`src/hdl/i2c_bseq_pkg.sv`:
```
// Package for the I2C master bit sequencer: opcodes, widths and command lengths.
package i2c_bseq_pkg;

    localparam int BYTE_BITS = 8;
    localparam int SLOT_W    = 5;
    localparam int IN_W      = 16;
    localparam int OUT_W     = 16;

    typedef enum logic [2:0] {
        OP_NONE  = 3'd0,
        OP_START = 3'd1,
        OP_STOP  = 3'd2,
        OP_WRITE = 3'd3,
        OP_READ  = 3'd4,
        OP_SACK  = 3'd5,
        OP_RACK  = 3'd6
    } opcode_t;

    // Index of the final slot of each command
    function automatic logic [SLOT_W-1:0] cmd_last_slot(input opcode_t cmd);
        logic [SLOT_W-1:0] r;
        case (cmd)
            OP_START: r = SLOT_W'(3);
            OP_STOP:  r = SLOT_W'(2);
            OP_WRITE: r = SLOT_W'(3 * BYTE_BITS - 1);
            OP_READ:  r = SLOT_W'(3 * BYTE_BITS);
            OP_SACK:  r = SLOT_W'(2);
            OP_RACK:  r = SLOT_W'(3);
            default:  r = '0;
        endcase
        return r;
    endfunction

endpackage

```
`src/hdl/i2c_master_bit_sequencer_unit.sv`:
```
// I2C master bit sequencer: one timing slot per input transfer, one result per slot.
//
//  channel | dir | handshake          | payload
//  s_      | in  | s_tvalid/s_tready  | s_tdata: opcode, tx_byte, ack_out, sda_in
//  m_      | out | m_tvalid/m_tready  | m_tdata: scl, sda, busy, rx_byte, ack_in; m_tlast: done
//
// The result of a slot is registered and appears in the cycle after its input transfer.
// Sequencer state and the result register update together in the accepting cycle.
// The input is taken whenever the result register is empty or being emptied,
// so a full throughput of one slot per cycle is held while m_tready stays high.
// Reset releases both lines and leaves the sequencer idle with no result pending.
module i2c_master_bit_sequencer_unit (
    input  logic                           aclk,
    input  logic                           aresetn,
    input  logic                           s_tvalid,
    output logic                           s_tready,
    // [2:0] opcode, [10:3] tx_byte, [11] ack_out, [12] sda_in, [15:13] zero
    input  logic [i2c_bseq_pkg::IN_W-1:0]  s_tdata,
    output logic                           m_tvalid,
    input  logic                           m_tready,
    // [0] scl_level, [1] sda_level, [2] busy_res, [10:3] rx_byte, [11] ack_in, [15:12] zero
    output logic [i2c_bseq_pkg::OUT_W-1:0] m_tdata,
    // done_res: last slot of the command
    output logic                           m_tlast
);
    import i2c_bseq_pkg::*;

    // input fields
    logic [2:0]           in_op;
    logic [BYTE_BITS-1:0] in_tx;
    logic                 in_ack;
    logic                 in_sda;
    logic                 accept;

    assign in_op  = s_tdata[2:0];
    assign in_tx  = s_tdata[3 +: BYTE_BITS];
    assign in_ack = s_tdata[3 + BYTE_BITS];
    assign in_sda = s_tdata[4 + BYTE_BITS];

    // sequencer state
    logic                 scl_reg, scl_next;
    logic                 sda_reg, sda_next;
    opcode_t              cmd_reg, cmd_next;
    logic [SLOT_W-1:0]    slot_reg, slot_next;
    logic [1:0]           phase_reg, phase_next;
    logic [BYTE_BITS-1:0] shout_reg, shout_next;
    logic [BYTE_BITS-1:0] shin_reg, shin_next;
    logic                 ack_reg, ack_next;

    // result register
    logic                 out_valid_reg;
    logic [OUT_W-1:0]     out_data_reg, out_data_next;
    logic                 out_last_reg, out_last_next;

    assign s_tready = !out_valid_reg || m_tready;
    assign accept   = s_tvalid && s_tready;
    assign m_tvalid = out_valid_reg;
    assign m_tdata  = out_data_reg;
    assign m_tlast  = out_last_reg;

    // one slot of work
    always_comb begin
        logic                 start;
        logic                 busy;
        logic                 last;
        opcode_t              cmd;
        logic [SLOT_W-1:0]    slot;
        logic [1:0]           phase;
        logic [BYTE_BITS-1:0] shout;
        logic [1:0]           phase_inc;

        start = (cmd_reg == OP_NONE) && (in_op >= 3'(OP_START)) && (in_op <= 3'(OP_RACK));
        cmd   = start ? opcode_t'(in_op) : cmd_reg;
        slot  = start ? '0 : slot_reg;
        phase = start ? 2'd0 : phase_reg;
        shout = (start && (in_op == 3'(OP_WRITE))) ? in_tx : shout_reg;
        busy  = (cmd != OP_NONE);
        last  = busy && (slot == cmd_last_slot(cmd));
        phase_inc = (phase == 2'd2) ? 2'd0 : phase + 2'd1;

        scl_next   = scl_reg;
        sda_next   = sda_reg;
        shout_next = shout;
        shin_next  = shin_reg;
        ack_next   = ack_reg;
        phase_next = phase;

        case (cmd)
            OP_START: begin
                case (slot[1:0])
                    2'd0:    sda_next = 1'b1;
                    2'd1:    scl_next = 1'b1;
                    2'd2:    sda_next = 1'b0;
                    default: scl_next = 1'b0;
                endcase
            end
            OP_STOP: begin
                case (slot[1:0])
                    2'd0:    sda_next = 1'b0;
                    2'd1:    scl_next = 1'b1;
                    default: sda_next = 1'b1;
                endcase
            end
            OP_WRITE: begin
                // data bit, clock high, clock low; MSB leaves first
                case (phase)
                    2'd0: begin
                        sda_next   = shout[BYTE_BITS-1];
                        shout_next = {shout[BYTE_BITS-2:0], 1'b0};
                    end
                    2'd1:    scl_next = 1'b1;
                    default: scl_next = 1'b0;
                endcase
                phase_next = phase_inc;
            end
            OP_READ: begin
                if (slot == '0) begin
                    sda_next = 1'b1;
                end else begin
                    case (phase)
                        2'd0:    scl_next  = 1'b1;
                        2'd1:    shin_next = {shin_reg[BYTE_BITS-2:0], in_sda};
                        default: scl_next  = 1'b0;
                    endcase
                    phase_next = phase_inc;
                end
            end
            OP_SACK: begin
                case (slot[1:0])
                    2'd0:    sda_next = in_ack;
                    2'd1:    scl_next = 1'b1;
                    default: scl_next = 1'b0;
                endcase
            end
            OP_RACK: begin
                case (slot[1:0])
                    2'd0:    sda_next = 1'b1;
                    2'd1:    scl_next = 1'b1;
                    2'd2:    ack_next = in_sda;
                    default: scl_next = 1'b0;
                endcase
            end
            default: ;
        endcase

        if (!busy || last) begin
            cmd_next   = OP_NONE;
            slot_next  = '0;
            phase_next = 2'd0;
        end else begin
            cmd_next  = cmd;
            slot_next = slot + SLOT_W'(1);
        end

        out_data_next = '0;
        out_data_next[0] = scl_next;
        out_data_next[1] = sda_next;
        out_data_next[2] = busy;
        out_data_next[3 +: BYTE_BITS] = shin_next;
        out_data_next[3 + BYTE_BITS]  = ack_next;
        out_last_next = last;
    end

    // state and result registers
    always_ff @(posedge aclk) begin
        if (!aresetn) begin
            scl_reg       <= 1'b1;
            sda_reg       <= 1'b1;
            cmd_reg       <= OP_NONE;
            slot_reg      <= '0;
            phase_reg     <= 2'd0;
            shout_reg     <= '0;
            shin_reg      <= '0;
            ack_reg       <= 1'b0;
            out_valid_reg <= 1'b0;
        end else begin
            if (accept) begin
                scl_reg      <= scl_next;
                sda_reg      <= sda_next;
                cmd_reg      <= cmd_next;
                slot_reg     <= slot_next;
                phase_reg    <= phase_next;
                shout_reg    <= shout_next;
                shin_reg     <= shin_next;
                ack_reg      <= ack_next;
                out_data_reg <= out_data_next;
                out_last_reg <= out_last_next;
            end
            if (accept) begin
                out_valid_reg <= 1'b1;
            end else if (m_tready) begin
                out_valid_reg <= 1'b0;
            end
        end
    end

`ifndef SYNTHESIS
    // a final slot is always a busy slot
    assert property (@(posedge aclk) disable iff (!aresetn)
        (m_tvalid && m_tlast) |-> m_tdata[2])
        else $error("done without busy");

    // idle sequencer keeps its slot counter cleared
    assert property (@(posedge aclk) disable iff (!aresetn)
        (cmd_reg == OP_NONE) |-> (slot_reg == '0 && phase_reg == 2'd0))
        else $error("idle with slot count set");

    // slot counter never runs past the end of the command
    assert property (@(posedge aclk) disable iff (!aresetn)
        (cmd_reg != OP_NONE) |-> (slot_reg <= cmd_last_slot(cmd_reg)))
        else $error("slot count overrun");

    // without an input transfer the sequencer state does not move
    assert property (@(posedge aclk) disable iff (!aresetn)
        !accept |=> ($stable(cmd_reg) && $stable(slot_reg) && $stable(shin_reg)))
        else $error("state moved without transfer");
`endif

endmodule

```
`config.mk`:
```
export PLATFORM = sky130hd
export DESIGN_NAME = i2c_master_bit_sequencer_unit
export DESIGN_NICKNAME = d
export VERILOG_FILES = /design/src/hdl/i2c_bseq_pkg.sv /design/src/hdl/i2c_master_bit_sequencer_unit.sv
export SDC_FILE = /design/constraint.sdc
export NUM_CORES = 1
export LEC_CHECK = 0
export ABC_AREA = 1
export CELL_PAD_IN_SITES_DETAIL_PLACEMENT = 1
export CELL_PAD_IN_SITES_GLOBAL_PLACEMENT = 2
export CORE_MARGIN = 2
export CORE_UTILIZATION = 38
export DETAILED_ROUTE_END_ITERATION = 7
export DONT_BUFFER_PORTS = 1
export PLACE_DENSITY_LB_ADDON = 0.3
export SYNTH_ARGS = -nofsm -noshare
export SYNTH_HDL_FRONTEND = slang
export SYNTH_SLANG_ARGS = --single-unit
```
`constraint.sdc`:
```
create_clock -name aclk -period 7.1 [get_ports aclk]
set_clock_uncertainty 0.1 [all_clocks]
set_input_delay 1.42 -clock aclk [delete_from_list [all_inputs] [get_ports aclk]]
set_output_delay 1.42 -clock aclk [all_outputs]
set_load 0.05 [all_outputs]
```
==> summary.md <==
| Metric | Value |
|---|---|
| Layout area overhead | 5.22% |
| Gr usage total | 17.8% |
| Min Clock Period, post-route | 3.64 ns |
| Post-CTS sizing | 0 |
| Largest net degree at the start of global routing | 34 |
| DRT Wirelength | 6.31 mm |
| Initial antenna violation count | 0 |
| Yosys reg bits | 43 |
| Die Wd | 86.1 µm |
| First-pass GRT wire length | 10.5 mm |
| Die height | 86.1 µm |
| 1st-pass router iterations | 4 |
| CP endpoint kind | flip-flop |
| Post-synthesis sequential area ratio | 38.7% |
| Max Clk Rate | 275 MHz |
| Clock Latency Late Sink | 0.30 ns |
| RSZ-0062 raised after global routing | no |
| Crit path kind | primary input to flip-flop |
| Peak supply drop | 84.3 µV |
| Setup violations, final | 0 |
| DIE AREA | 7420 µm² |
| Crit path DAT | 3.78 ns |
| CTS tree | built |
| DP HPWL | 4.73 mm |
| Count of warnings emitted by yosys | 0 |
| Post-Syn Instances | 355 |
| Area leader, netlist | dfxtp_1 |
| Htree depth | 2 |
| Num rows | 29 |
| Max-cap violation count | 0 |
| Clock Tree Root | clkbuf_8 |
| Final antenna-violating net count | 0 |
| Hold/Removal Path Class | flip-flop to flip-flop |
| GPL Wtd Cong | 0.804 |
| Share of layout cells above drive strength 1 | 14.0% |
| Clk sinks | 43 |
| Synth cell types | 38 |
| Clock transition at path regs | 0.09 ns |
| Required @ worst endpoint | 7.24 ns |
| Synth Area per Inst | 7.22 µm² |
| Total Neg Setup Slack | 0 ns |
| Pins Over Slew Limit | 0 |
| FF+latch area | 991 µm² |
| Vias in the first global route | 2198 |
| Gr ovfl total | 0 |
| Diodes inserted | 0 |
| I/O pin total | 39 |
| Vias | 2210 |
| CP max FO | 17 |
| Total power | 598 µW |
| Top cells by area, synth | dfxtp_1, edfxtp_1, nand2_1, inv_1, nand3_1 |
| PortBufs | 0 |
| Outcome | complete, no violations |
| Hold-fix buffers at CTS | 0 |
| Critical Path Source Type | primary input |
| Clock buffer count from CTS | 5 |
| Worst-margin pin slew | 0.580 ns |
| Fin crit share | 51.2% |
| P_leak | 0.00122 µW |
| Largest register FFs | 12 |
| Core region area | 6420 µm² |
| Slew margin rel. | 61.2% |
| Worst-case clock buffer depth | 2 |
| Dpl cell area | 2610 µm² |
| Post-Synthesis Cell Area | 2560 µm² |
| Initial Util | 39.9% |
| Routed WL per cell | 14.6 µm |
| Synth top area share | 23.4% |
| Fill count | 816 |
| Postcts setup bufs | 0 |
| Hold Fails Final Rpt | 0 |
| # nets final | 379 |
| Area occupied by multi-input gates | 1310 µm² |
| Post-DR vias/cell | 5.10 |
| Power per cell area | 222 nW/µm² |
| DR iter-0 viols | 61 |
| DRC Markers | 0 |
| Design Area, Final | 2700 µm² |
==> layout make-up <==
cell class	instances	share of cell area, %
Clock inverter	2	0.464
Tap cell	77	3.57
Multi-Input combinational cell	250	48.7
Sequential cell	43	36.8
Timing Repair Buffer	1	0.278
Clock buffer	6	2.69
Inverter	54	7.56
==> cells in the mapped netlist (all sizes together) <==
cell type,count
nand2,104
nand3,28
a211oi,2
a21oi,16
ha,4
edfxtp,13
clkinv,1
o32ai,1
dfxtp,30
o21ai,47
or2,1
a22oi,1
inv,53
clkbuf,5
buf,6
nor3,2
o211ai,3
nand4,4
conb,1
o22ai,1
nand3b,2
a21boi,1
o21bai,1
xor2,1
nor2,27
==> cells by family after synthesis <==
logic type / count (synthesis) / synth area share, %
other: 1 / 0.146
xor gates and xnor gates: 1 / 0.342
DFF: 43 / 38.7
buffers and inverters: 65 / 10.6
AOI/OAI and AO/OA: 73 / 16.4
and+or+nand+nor: 168 / 31.8
adders and majority gates: 4 / 1.95
==> cell usage in the layout, fill, tap and decap left out, drive strengths merged <==
cell type	instances
nand2	104
o21ai	47
ha	4
o21bai	1
nand3	28
clkbuf	6
o32ai	1
nand4	4
dfxtp	30
inv	53
clkinv	2
nor3	2
a21boi	1
clkinvlp	1
edfxtp	13
a211oi	2
xor2	1
o211ai	3
conb	4
buf	1
o22ai	1
nor2	27
a21oi	16
nand3b	2
a22oi	1
or2	1
==> metal layers <==
| layer | wire length [µm] | vias up | track usage, % |
|---|---|---|---|
| met5 | 0 | - | 0 |
| met4 | 58 | 0 | 3.90 |
| li1 | - | 1135 | - |
| met1 | 3150 | 1042 | 24.4 |
| met2 | 2910 | 27 | 29.3 |
| met3 | 200 | 6 | 3.37 |
==> power breakdown <==
group	leakage, µW	internal, µW	switching (µW)	total (µW)
combinational	0.000810	41.8	110	152
sequential	0.000368	268	21.5	289
clock	0.0000412	68.9	88.2	157
total	0.00122	378	219	598
==> worst max-delay path, cell delays in order <==
cell and delay [ns]:
inv_1 0.04, nand2_1 0.31, nand2_1 0.48, inv_1 0.31, nor2_1 0.43, inv_1 0.40
o22ai_1 0.22, inv_1 0.07, a21oi_1 0.10
==> worst paths after layout <==
check | start | end | slack (ns) | depth (start not counted)
setup reg to reg | m_tvalid$_SDFFE_PN0P_ | slot_reg[1]$_SDFFE_PN0P_ | 3.82 | 8
hold / removal | shout_reg[7]$_SDFFE_PN0P_ | shout_reg[7]$_SDFFE_PN0P_ | 0.38 | 2
setup / recovery | m_tready | slot_reg[1]$_SDFFE_PN0P_ | 3.46 | 9
hold reg to reg | shout_reg[7]$_SDFFE_PN0P_ | shout_reg[7]$_SDFFE_PN0P_ | 0.38 | 2
==> metrics by stage <==
stage                     setup WS (ns)  instances  hold WS (ns)  utilization [%]
final                              3.46        433         0.380             42.0
after global routing               3.08        433         0.403             42.0
after CTS                          3.47        433         0.382             42.0
after detailed placement           3.15        425         0.362             40.7
after global placement             3.18        425         0.341             40.7
after floorplan                    3.75        358         0.327                -
No activity file was read; power rests on OpenSTA's default activity.
